$ cat config.mk
export PLATFORM = sky130hd
export DESIGN_NAME = fgi_ctrl
export DESIGN_NICKNAME = d
export VERILOG_FILES = /design/src/rtl/fgi_pkg.sv /design/src/rtl/fgi_ctrl.sv
export SDC_FILE = /design/constraint.sdc
export NUM_CORES = 1
export LEC_CHECK = 0
export CORE_MARGIN = 2
export CORE_UTILIZATION = 45
export CTS_BUF_LIST = sky130_fd_sc_hd__clkbuf_4
export DETAILED_ROUTE_END_ITERATION = 7
export DONT_BUFFER_PORTS = 1
export MAX_ROUTING_LAYER = met4
export PLACE_DENSITY = 0.62
export SLEW_MARGIN = 5
export SYNTH_ARGS = -nofsm -noshare
export SYNTH_HDL_FRONTEND = slang
export SYNTH_SLANG_ARGS = --single-unit
$ cat constraint.sdc
create_clock -name clk -period 2.8 [get_ports clk]
set_input_delay 0.28 -clock clk [delete_from_list [all_inputs] [get_ports clk]]
set_output_delay 0.28 -clock clk [all_outputs]
set_load 0.01 [all_outputs]
$ cat src/rtl/fgi_pkg.sv
// Shared types, codes and saturating helpers for the face gradient block.
// No dependencies; imported by the top, the datapath and the controller.
`timescale 1ns / 1ps
`default_nettype none

package fgi_pkg;

  // word format
  localparam int DW = 32;
  localparam int FB = 16;
  localparam logic signed [DW-1:0] MAXV   = 32'sh7fffffff;
  localparam logic signed [DW-1:0] MINV   = 32'sh80000000;
  localparam logic signed [DW-1:0] ONE_W  = 32'sh00010000;
  localparam logic signed [DW-1:0] HALF_W = 32'sh00008000;

  // command codes
  localparam logic [2:0] CMD_DIR   = 3'd0;
  localparam logic [2:0] CMD_R0    = 3'd1;
  localparam logic [2:0] CMD_R1    = 3'd2;
  localparam logic [2:0] CMD_OWNER = 3'd3;
  localparam logic [2:0] CMD_NBR   = 3'd4;

  // boundary condition codes
  localparam logic [1:0] BC_INT = 2'd0;
  localparam logic [1:0] BC_DIR = 2'd1;
  localparam logic [1:0] BC_NEU = 2'd2;
  localparam logic [1:0] BC_ROB = 2'd3;

  // status codes
  localparam logic [1:0] ST_OK = 2'd0;
  localparam logic [1:0] ST_BC = 2'd1;
  localparam logic [1:0] ST_DZ = 2'd2;

  typedef struct packed {
    logic [2:0]        command;
    logic signed [31:0] vec_x;
    logic signed [31:0] vec_y;
    logic signed [31:0] vec_z;
    logic signed [31:0] cell_value;
    logic [1:0]        bc_mode;
  } fgi_in_t;

  typedef struct packed {
    logic signed [31:0] grad_x;
    logic signed [31:0] grad_y;
    logic signed [31:0] grad_z;
    logic [1:0]        status;
  } fgi_out_t;

  typedef enum logic [4:0] {
    OP_NOP, OP_LOAD, OP_ACC, OP_SQRT_GO, OP_SET_DIST, OP_SET_R0, OP_SET_L1,
    OP_DIV_GO, OP_SET_UD, OP_CLR_UD, OP_SET_KSI, OP_HALF_KSI, OP_STORE_OWNER,
    OP_PRED_T, OP_PRED_SET, OP_PRED_OG, OP_SET_Q, OP_PD_ADD, OP_SET_S,
    OP_SET_G, OP_EMIT_OK, OP_EMIT_BC, OP_EMIT_DZ
  } fgi_op_t;

  typedef enum logic [2:0] {
    MS_SQ, MS_KSI_OG, MS_REST_V, MS_PRED_UD, MS_S_UD
  } fgi_msel_t;

  typedef enum logic [1:0] {
    DS_UD, DS_KSI, DS_Q
  } fgi_dsel_t;

  typedef struct packed {
    fgi_op_t   op;
    logic      mul_en;
    fgi_msel_t msel;
    fgi_dsel_t dsel;
    logic [1:0] idx;
  } fgi_cmd_t;

  typedef struct packed {
    logic [2:0] command;
    logic [1:0] bc_mode;
    logic       dist_zero;
    logic       den_zero;
    logic       sqrt_done;
    logic       div_done;
  } fgi_stat_t;

  typedef enum logic [4:0] {
    S_IDLE, S_DECODE, S_SQ_MUL, S_SQ_ACC, S_SQRT_GO, S_SQRT_WAIT,
    S_UD_CHK, S_UD_GO, S_UD_WAIT, S_KSI_CHK, S_KSI_WAIT,
    S_PRED_M1, S_PRED_M2, S_PRED_SET, S_Q_GO, S_Q_WAIT,
    S_PD_MUL, S_PD_ADD, S_SET_S, S_G_MUL, S_G_SET, S_EMIT
  } fgi_state_t;

  // magnitude of a signed word as unsigned
  function automatic logic [31:0] mag(input logic [31:0] a);
    return a[31] ? (~a + 32'd1) : a;
  endfunction

  // signed word from a magnitude and sign, saturated
  function automatic logic signed [31:0] sat_mag(input logic [47:0] m, input logic neg);
    if (m > 48'h0000_7fff_ffff) return neg ? MINV : MAXV;
    return neg ? (~m[31:0] + 32'd1) : m[31:0];
  endfunction

  function automatic logic signed [31:0] sat_add(input logic signed [31:0] a,
                                                 input logic signed [31:0] b);
    logic [32:0] s;
    s = {a[31], a} + {b[31], b};
    if (s[32] != s[31]) return s[32] ? MINV : MAXV;
    return s[31:0];
  endfunction

  function automatic logic signed [31:0] sat_sub(input logic signed [31:0] a,
                                                 input logic signed [31:0] b);
    logic [32:0] s;
    s = {a[31], a} - {b[31], b};
    if (s[32] != s[31]) return s[32] ? MINV : MAXV;
    return s[31:0];
  endfunction

endpackage

`default_nettype wire

$ cat src/rtl/fgi_ctrl.sv
// Controller state machine: sequences datapath operations for each command.
// Depends on fgi_pkg.
`timescale 1ns / 1ps
`default_nettype none

module fgi_ctrl
  import fgi_pkg::*;
(
  input  wire logic      clk,
  input  wire logic      rst_n,
  input  wire logic      start,
  input  wire fgi_stat_t stat,
  output fgi_cmd_t       cmd,
  output logic           busy
);

  fgi_state_t state_r, state_nxt;
  logic [1:0] idx_r, idx_nxt;

  always_ff @(posedge clk) begin
    if (!rst_n) begin
      state_r <= S_IDLE;
      idx_r   <= 2'd0;
    end else begin
      state_r <= state_nxt;
      idx_r   <= idx_nxt;
    end
  end

  // next state
  always_comb begin
    state_nxt = state_r;
    idx_nxt   = idx_r;
    case (state_r)
      S_IDLE: if (start) state_nxt = S_DECODE;
      S_DECODE: begin
        idx_nxt   = 2'd0;
        state_nxt = S_IDLE;
        if (stat.command == CMD_DIR || stat.command == CMD_R0 ||
            stat.command == CMD_R1) begin
          state_nxt = S_SQ_MUL;
        end else if (stat.command == CMD_NBR && !stat.dist_zero) begin
          if (stat.bc_mode == BC_INT)      state_nxt = S_PRED_M1;
          else if (stat.bc_mode == BC_DIR) state_nxt = S_Q_GO;
        end
      end
      S_SQ_MUL: state_nxt = S_SQ_ACC;
      S_SQ_ACC: begin
        if (idx_r == 2'd2) state_nxt = S_SQRT_GO;
        else begin
          idx_nxt   = idx_r + 2'd1;
          state_nxt = S_SQ_MUL;
        end
      end
      S_SQRT_GO: state_nxt = S_SQRT_WAIT;
      S_SQRT_WAIT: begin
        if (stat.sqrt_done) begin
          if (stat.command == CMD_DIR)     state_nxt = S_UD_CHK;
          else if (stat.command == CMD_R0) state_nxt = S_IDLE;
          else                             state_nxt = S_KSI_CHK;
        end
      end
      S_UD_CHK: begin
        idx_nxt   = 2'd0;
        state_nxt = stat.dist_zero ? S_IDLE : S_UD_GO;
      end
      S_UD_GO: state_nxt = S_UD_WAIT;
      S_UD_WAIT: begin
        if (stat.div_done) begin
          if (idx_r == 2'd2) state_nxt = S_IDLE;
          else begin
            idx_nxt   = idx_r + 2'd1;
            state_nxt = S_UD_GO;
          end
        end
      end
      S_KSI_CHK:  state_nxt = stat.den_zero ? S_IDLE : S_KSI_WAIT;
      S_KSI_WAIT: if (stat.div_done) state_nxt = S_IDLE;
      S_PRED_M1:  state_nxt = S_PRED_M2;
      S_PRED_M2:  state_nxt = S_PRED_SET;
      S_PRED_SET: begin
        if (idx_r == 2'd2) state_nxt = S_Q_GO;
        else begin
          idx_nxt   = idx_r + 2'd1;
          state_nxt = S_PRED_M1;
        end
      end
      S_Q_GO: state_nxt = S_Q_WAIT;
      S_Q_WAIT: begin
        if (stat.div_done) begin
          idx_nxt   = 2'd0;
          state_nxt = S_PD_MUL;
        end
      end
      S_PD_MUL: state_nxt = S_PD_ADD;
      S_PD_ADD: begin
        if (idx_r == 2'd2) state_nxt = S_SET_S;
        else begin
          idx_nxt   = idx_r + 2'd1;
          state_nxt = S_PD_MUL;
        end
      end
      S_SET_S: begin
        idx_nxt   = 2'd0;
        state_nxt = S_G_MUL;
      end
      S_G_MUL: state_nxt = S_G_SET;
      S_G_SET: begin
        if (idx_r == 2'd2) state_nxt = S_EMIT;
        else begin
          idx_nxt   = idx_r + 2'd1;
          state_nxt = S_G_MUL;
        end
      end
      S_EMIT:  state_nxt = S_IDLE;
      default: state_nxt = S_IDLE;
    endcase
  end

  // datapath commands
  always_comb begin
    cmd.op     = OP_NOP;
    cmd.mul_en = 1'b0;
    cmd.msel   = MS_SQ;
    cmd.dsel   = DS_UD;
    cmd.idx    = idx_r;
    case (state_r)
      S_IDLE: if (start) cmd.op = OP_LOAD;
      S_DECODE: begin
        if (stat.command == CMD_OWNER) cmd.op = OP_STORE_OWNER;
        else if (stat.command == CMD_NBR) begin
          if (stat.bc_mode == BC_ROB)      cmd.op = OP_EMIT_BC;
          else if (stat.bc_mode == BC_NEU) cmd.op = OP_NOP;
          else if (stat.dist_zero)         cmd.op = OP_EMIT_DZ;
          else if (stat.bc_mode == BC_DIR) cmd.op = OP_PRED_OG;
        end
      end
      S_SQ_MUL: begin
        cmd.mul_en = 1'b1;
        cmd.msel   = MS_SQ;
      end
      S_SQ_ACC:  cmd.op = OP_ACC;
      S_SQRT_GO: cmd.op = OP_SQRT_GO;
      S_SQRT_WAIT: begin
        if (stat.sqrt_done) begin
          if (stat.command == CMD_DIR)     cmd.op = OP_SET_DIST;
          else if (stat.command == CMD_R0) cmd.op = OP_SET_R0;
          else                             cmd.op = OP_SET_L1;
        end
      end
      S_UD_CHK: if (stat.dist_zero) cmd.op = OP_CLR_UD;
      S_UD_GO: begin
        cmd.op   = OP_DIV_GO;
        cmd.dsel = DS_UD;
      end
      S_UD_WAIT: if (stat.div_done) cmd.op = OP_SET_UD;
      S_KSI_CHK: begin
        cmd.dsel = DS_KSI;
        cmd.op   = stat.den_zero ? OP_HALF_KSI : OP_DIV_GO;
      end
      S_KSI_WAIT: if (stat.div_done) cmd.op = OP_SET_KSI;
      S_PRED_M1: begin
        cmd.mul_en = 1'b1;
        cmd.msel   = MS_KSI_OG;
      end
      S_PRED_M2: begin
        cmd.op     = OP_PRED_T;
        cmd.mul_en = 1'b1;
        cmd.msel   = MS_REST_V;
      end
      S_PRED_SET: cmd.op = OP_PRED_SET;
      S_Q_GO: begin
        cmd.op   = OP_DIV_GO;
        cmd.dsel = DS_Q;
      end
      S_Q_WAIT: if (stat.div_done) cmd.op = OP_SET_Q;
      S_PD_MUL: begin
        cmd.mul_en = 1'b1;
        cmd.msel   = MS_PRED_UD;
      end
      S_PD_ADD: cmd.op = OP_PD_ADD;
      S_SET_S:  cmd.op = OP_SET_S;
      S_G_MUL: begin
        cmd.mul_en = 1'b1;
        cmd.msel   = MS_S_UD;
      end
      S_G_SET: cmd.op = OP_SET_G;
      S_EMIT:  cmd.op = OP_EMIT_OK;
      default: cmd.op = OP_NOP;
    endcase
  end

  assign busy = (state_r != S_IDLE);

endmodule

`default_nettype wire
==> reports/results.txt, run 1 <==
Final setup violation count = 0
Total core area = 0.002734 mm^2
CTS tree = built
CTS sink cnt = 7
Leak = 0.4626 nW
Vias/cell = 6.892
Die Y = 57.57 um
Non-filler instance count after layout = 222
Synthesized Nets = 213
Worst EP arrival = 2.17 ns
Crit-path max FO = 17
Layout Utilization = 47.83%
First-pass GRT wire length = 6561 um
Routed Antenna Nets = 0
Die area = 0.003314 mm^2
DR vias = 1,530
FP Rows = 19
TNS Setup = 0 ns
CTS root buf = clkbuf_4
R2r setup slk = 0.60 ns
Yosys reg bits = 7
Slew @ Worst Pin = 0.5900 ns
VDD IR max = 0.5425 mV
Netlist cell types = 54
Synthesized instance count = 200
Pre-CTS setup slack = 0.6750 ns
Run status = finished, final reports clean
Pwr Density = 958.7 mW/mm^2
Drt drc = 0
Seq/Total Area, Yosys = 10.85%
Post-CTS Resized = 0
Hold Crit Class = input pin to register
CTS hold repair buffers = 0
Clk buf depth = 2
Nets@finish = 205
Setup ws final = 0.3458 ns
Peak Freq = 407.5 MHz
Initial antenna violation count = 0
Clk_lat worst skew = 0.26 ns
Startpoint type of the worst setup path = register
RSZ-0062 raised after global routing = no
Crit Path Category = register to output pin
Crit path cell chain = buf_4, nor3b_4, nand4_1, o22ai_1, a211oi_1, nand2_1
Antenna cells = 0
R2R cell count = 6
Initial Util = 47.23%
Minimum clock period = 2.454 ns
Area of the mapped netlist = 0.001291 mm^2
Routed wl met3 = 376 um
DR WL/cell = 18.15 um
# IOs = 26
Launching point of the worst reg2reg path = state_r[1]
Post-DP HPWL = 2976 um
Worst reg2reg path endpoint = state_r[0]
Num CTS Buffers = 3
Total congestion overflow = 0
Vias in the first global route = 1,355
Initial DRC Count = 144
Post-CTS setup buffers = 0
Area Growth Syn to Fin = 1.259%
Number of flops mapped to enable cells by yosys = 0
Yosys warnings = 0
Port Buffers = 0
Worst setup endpoint = cmd[10]
Die W = 57.57 um
H-tree depth = 1
Post-Route M1 WL = 1768 um
Met2 wire length = 1823 um
Layout cells sized above 1 = 8.377%
Drt first pass iters = 6
Crit path from = state_r[1]
Worst-path clk slew = 0.06 ns
Syn Area/Cell = 6.456 um^2
Asr flop ratio synth = 0%
Crit. End Element = output pin
Main synth FF type = dfxtp_1
Routed wire length = 4030 um
Final Cycle Share = 87.65%
Slowest CP cell = dfxtp_1
Worst hold slack = 0.1521 ns
Slew HR = 60.61%
Gr usage total = 26.03%
Max layer used = met4
DP Cell Count = 218
Clk_skew = 0.007582 ns
Hold Vio Cnt, Final = 0
GP Congestion = 0.9192
Final Max Tran Viols = 0
Largest net degree at the start of global routing = 38
Worst EP required = 2.52 ns
Fillers = 278
MaxCap Viol Count = 0
CP max stage delay = 0.49 ns
==> cell families after synthesis <==
group           Yosys count  share of synthesized area, %
compound gates           70                         38.18
xor+xnor                  5                         3.391
fa+ha+maj                 1                        0.9688
simple gates             89                         35.95
buf+inv                  27                         9.884
mux                       1                        0.7752
flops                     7                         10.85
==> Yosys cell counts (3+ instances only) <==
cell type / n / area (um^2)
nor3b_1: 3 / 22.52
nand2_1: 23 / 86.33
buf_2: 12 / 60.06
a2bb2oi_1: 3 / 26.28
a21oi_1: 11 / 55.05
o21ai_0: 15 / 75.07
clkbuf_1: 3 / 11.26
inv_1: 8 / 30.03
nand3b_1: 4 / 30.03
or3_1: 3 / 18.77
o22ai_1: 7 / 43.79
o211ai_1: 3 / 22.52
xor2_1: 4 / 35.03
o32ai_1: 4 / 35.03
nor2b_1: 12 / 75.07
nand3_1: 7 / 35.03
o41ai_1: 3 / 26.28
nor3_1: 7 / 35.03
a32oi_1: 3 / 26.28
dfxtp_1: 7 / 140.1
nor2_1: 18 / 67.56
==> routing by layer <==
layer	vias to the layer above	track usage, %
li1	734	-
met1	691	38.95
met2	99	36.04
met3	6	2.268
met4	0	9.302
met5	-	-
==> worst max-delay path: cells and delay by family (launching register included) <==
family,cells,cell delay [ns]
buffers and inverters,1,0.27
DFF,1,0.49
and+or+nand+nor,3,0.81
AOI/OAI and AO/OA,2,0.35
==> state kept, by name (all words and copies together), names as in the netlist <==
name     count
idx_r        2
state_r      5
==> power by group <==
| group | leakage [nW] | internal [mW] | switching, mW |
|---|---|---|---|
| combinational | 0.387 | 0.364 | 0.583 |
| sequential | 0.0573 | 0.133 | 0.0665 |
| clock | 0.0184 | 0.0644 | 0.0419 |
| total | 0.463 | 0.562 | 0.692 |
==> cells in the final DEF (no fill, tap or decap), types with 2 or more instances in the layout <==
cell       netlist  layout
or3_1            3       3
a2bb2oi_1        3       3
nor3b_1          3       3
o32ai_1          4       4
nor2b_1         12      12
nor3_1           7       7
inv_1            8       8
o211ai_1         3       3
nand2b_1         2       2
o21ai_1          2       2
dfxtp_1          7       7
nand3b_1         4       4
o21ai_0         15      15
clkbuf_4         0       4
a211oi_1         2       2
xor2_1           4       4
o41ai_1          3       3
nand2_1         23      23
a21oi_1         11      11
o22ai_1          7       7
buf_4            1       6
nor2_1          18      18
nand3_1          7       7
a31oi_1          2       2
a22oi_1          2       2
a32oi_1          3       3
nand4_1          2       2
==> worst min path at each step <==
stage | startpoint | end | slack (ns) | depth (start not counted)
6_report | rst_n | state_r[3] | 0.15 | 1
5_1_grt | rst_n | state_r[3] | 0.14 | 1
4_1_cts | rst_n | state_r[3] | 0.15 | 1
3_5_place_dp | rst_n | state_r[3] | 0.43 | 1
3_3_place_gp | rst_n | state_r[3] | 0.43 | 1
2_1_floorplan | idx_r[0] | idx_r[0] | 0.50 | 2
==> per-stage QoR <==
stage                     instance area [um^2]  power [mW]
after floorplan                           1291      0.9771
after global placement                    1277       1.117
after detailed placement                  1277       1.132
after CTS                                 1308       1.241
after global routing                      1308       1.360
final                                     1308       1.253
==> area by class of cell <==
class	instances	area, um^2	area share, %
multi-input combinational	166	1023	78.28
sequential	7	140.1	10.72
timing repair buffer	6	45.04	3.445
tap	31	38.79	2.967
clock buffer	4	30.03	2.297
inverter	8	30.03	2.297
(Power assumes the default switching activity.)
==> run 2, diff against run 1 <==
- ABC_AREA: not set -> 1
- CAP_MARGIN: not set -> 20
==> reports/results.txt, run 2 <==
Peak Freq = 453.2 MHz
# IOs = 26
Num CTS Buffers = 3
Clk_skew = 0.007847 ns
DR vias = 1,463
Regs by FF count = state_r x5, idx_r x2
Nets@finish = 247
Final setup violation count = 0
Crit-path max FO = 17
Netlist cell types = 31
Worst hold stages = 2
Main synth FF type = dfxtp_1
Seq/Total Area, Yosys = 10.42%
Die area = 0.003442 mm^2
Drt first pass iters = 4
TNS Setup = 0 ns
CTS sink cnt = 7
DR WL/cell = 14.08 um
Largest area contributor in the netlist = nand2_1
Area Growth Syn to Fin = -0.09293%
Clk_lat worst skew = 0.26 ns
Number of flops mapped to enable cells by yosys = 0
RSZ-0062 raised after global routing = no
Synthesized instance count = 235
Launching point of the worst reg2reg path = state_r[4]
Gr usage total = 24.58%
Die W = 58.67 um
Layout cells sized above 1 = 17.60%
Pwr Density = 630.8 mW/mm^2
H-tree depth = 1
Worst EP required = 2.52 ns
CTS hold repair buffers = 0
Slew HR = 60.20%
Total core area = 0.002805 mm^2
Max reg flops = 5
Layout Utilization = 47.90%
Most frequent cells after synthesis = nand2_1 (54), nor2_1 (40), nand3_1 (30)
Clk buf depth = 2
MaxCap Viol Count = 0
Vias in the first global route = 1,350
Count leader, synth = nand2_1
Crit. End Element = output pin
R2R cell count = 10
Area of the mapped netlist = 0.001345 mm^2
Startpoint type of the worst setup path = register
Crit path from = state_r[4]
Share of the synthesized area in the top cell type = 15.07%
Largest net degree at the start of global routing = 18
Final Cycle Share = 78.80%
CP bufs+invs = 2
Die Y = 58.67 um
FP Rows = 19
Hold Crit Class = input pin to register
Routed Antenna Nets = 0
Final Max Tran Viols = 0
Run status = finished, final reports clean
CP max stage delay = 0.66 ns
Worst hold start = rst_n
Cell mode on critical path = nand2_1
DP Cell Count = 260
Port Buffers = 0
Synthesized Nets = 248
Fillers = 316
Initial antenna violation count = 0
Yosys warnings = 0
CTS root buf = clkbuf_4
Slowest CP cell = dfxtp_1
Top cells by area, synth = nand2_1 (15%), nand3_1 (11%), nor2_1 (11%)
Most common cell after layout, fill and taps aside = nand2_1
Worst EP arrival = 1.93 ns
Total congestion overflow = 0
VDD IR max = 0.3400 mV
GP Congestion = 0.9553
Crit Path Category = register to output pin
Non-filler instance count after layout = 264
CTS tree = built
Slew @ Worst Pin = 0.5962 ns
Largest Register = state_r
Initial Util = 47.95%
Leak = 0.7449 nW
Syn Area/Cell = 5.724 um^2
Routed wire length = 3718 um
Critical Path Stages = 7
Minimum clock period = 2.207 ns
Antenna cells = 0
Post-CTS Resized = 0
Crit-path leading delay family = flip-flops
Vias/cell = 5.542
Post-DP HPWL = 3101 um
Hold Vio Cnt, Final = 0
Yosys reg bits = 7
Crit path cell chain = inv_6, nand3_4, inv_2, nand2_1, nand2_1, nor2_1, o2111ai_1
Post-CTS setup buffers = 0
Initial DRC Count = 81
Worst-path clk slew = 0.06 ns
Drt drc = 0
Asr flop ratio synth = 0%
Commonest non-fill, non-tap cells in the layout = nand2_1 (54), nor2_1 (40), nand3_1 (30), inv_1 (25)
First-pass GRT wire length = 6361 um
## run 2: cell types whose count changed after synthesis, sizes merged, moves of 4 or more
cell / delta
o21ai: -11
o32ai: -4
buf: -10
nor2b: -12
o22ai: -6
nor2: +32
nor3b: -4
nand3: +28
xor2: -4
nor3: -5
nand2: +39
inv: +29
## run 2: layout make-up
type	instances	area [um^2]	area share [%]
clock buffer	3	22.52	1.676
clock inverter	1	5.005	0.3724
inverter	37	146.4	10.89
multi-input combinational	185	991.0	73.74
sequential	7	140.1	10.43
tap	31	38.79	2.886
## run 2: where the power goes
group / leakage, nW / switching (mW) / internal, mW
sequential: 0.0572 / 0.0766 / 0.129
clock: 0.0177 / 0.0419 / 0.0524
combinational: 0.670 / 0.370 / 0.178
## run 2: per-stage QoR
step | cell area [um^2] | hold WS [ns] | power [mW] | worst slack, ns
after floorplan | 1345 | 0.4007 | 0.6555 | 1.321
after global placement | 1316 | 0.4041 | 0.7538 | 0.8816
after detailed placement | 1316 | 0.4065 | 0.7510 | 0.8962
after CTS | 1344 | 0.1265 | 0.8473 | 0.6133
after global routing | 1344 | 0.1284 | 0.9314 | 0.4722
final | 1344 | 0.1340 | 0.8476 | 0.5935
## run 2: metal layers
| layer | wire length, um | global-route usage, % | vias up | part of all wire, % |
|---|---|---|---|---|
| li1 | - | - | 758 | - |
| met1 | 1713 | 34.53 | 628 | 46 |
| met2 | 1556 | 34.19 | 71 | 42 |
| met3 | 396 | 8.132 | 6 | 11 |
| met4 | 52 | 5.195 | 0 | 1.4 |
| met5 | 0 | - | - | 0 |
## run 2: worst paths after layout
path / endpoint / slack, ns
worst max-delay path: cmd[9] / 0.59
worst min-delay path: idx_r[0] / 0.13
worst min register to register: idx_r[0] / 0.55
worst max register to register: state_r[0] / 0.99
## run 2: cell families after synthesis
group,count (synthesis),share of synthesized area (%)
AOI/OAI and AO/OA,25,11.07
buffers and inverters,43,15.91
adders and majority gates,1,0.9301
DFF,7,10.42
and+or+nand+nor,159,61.67
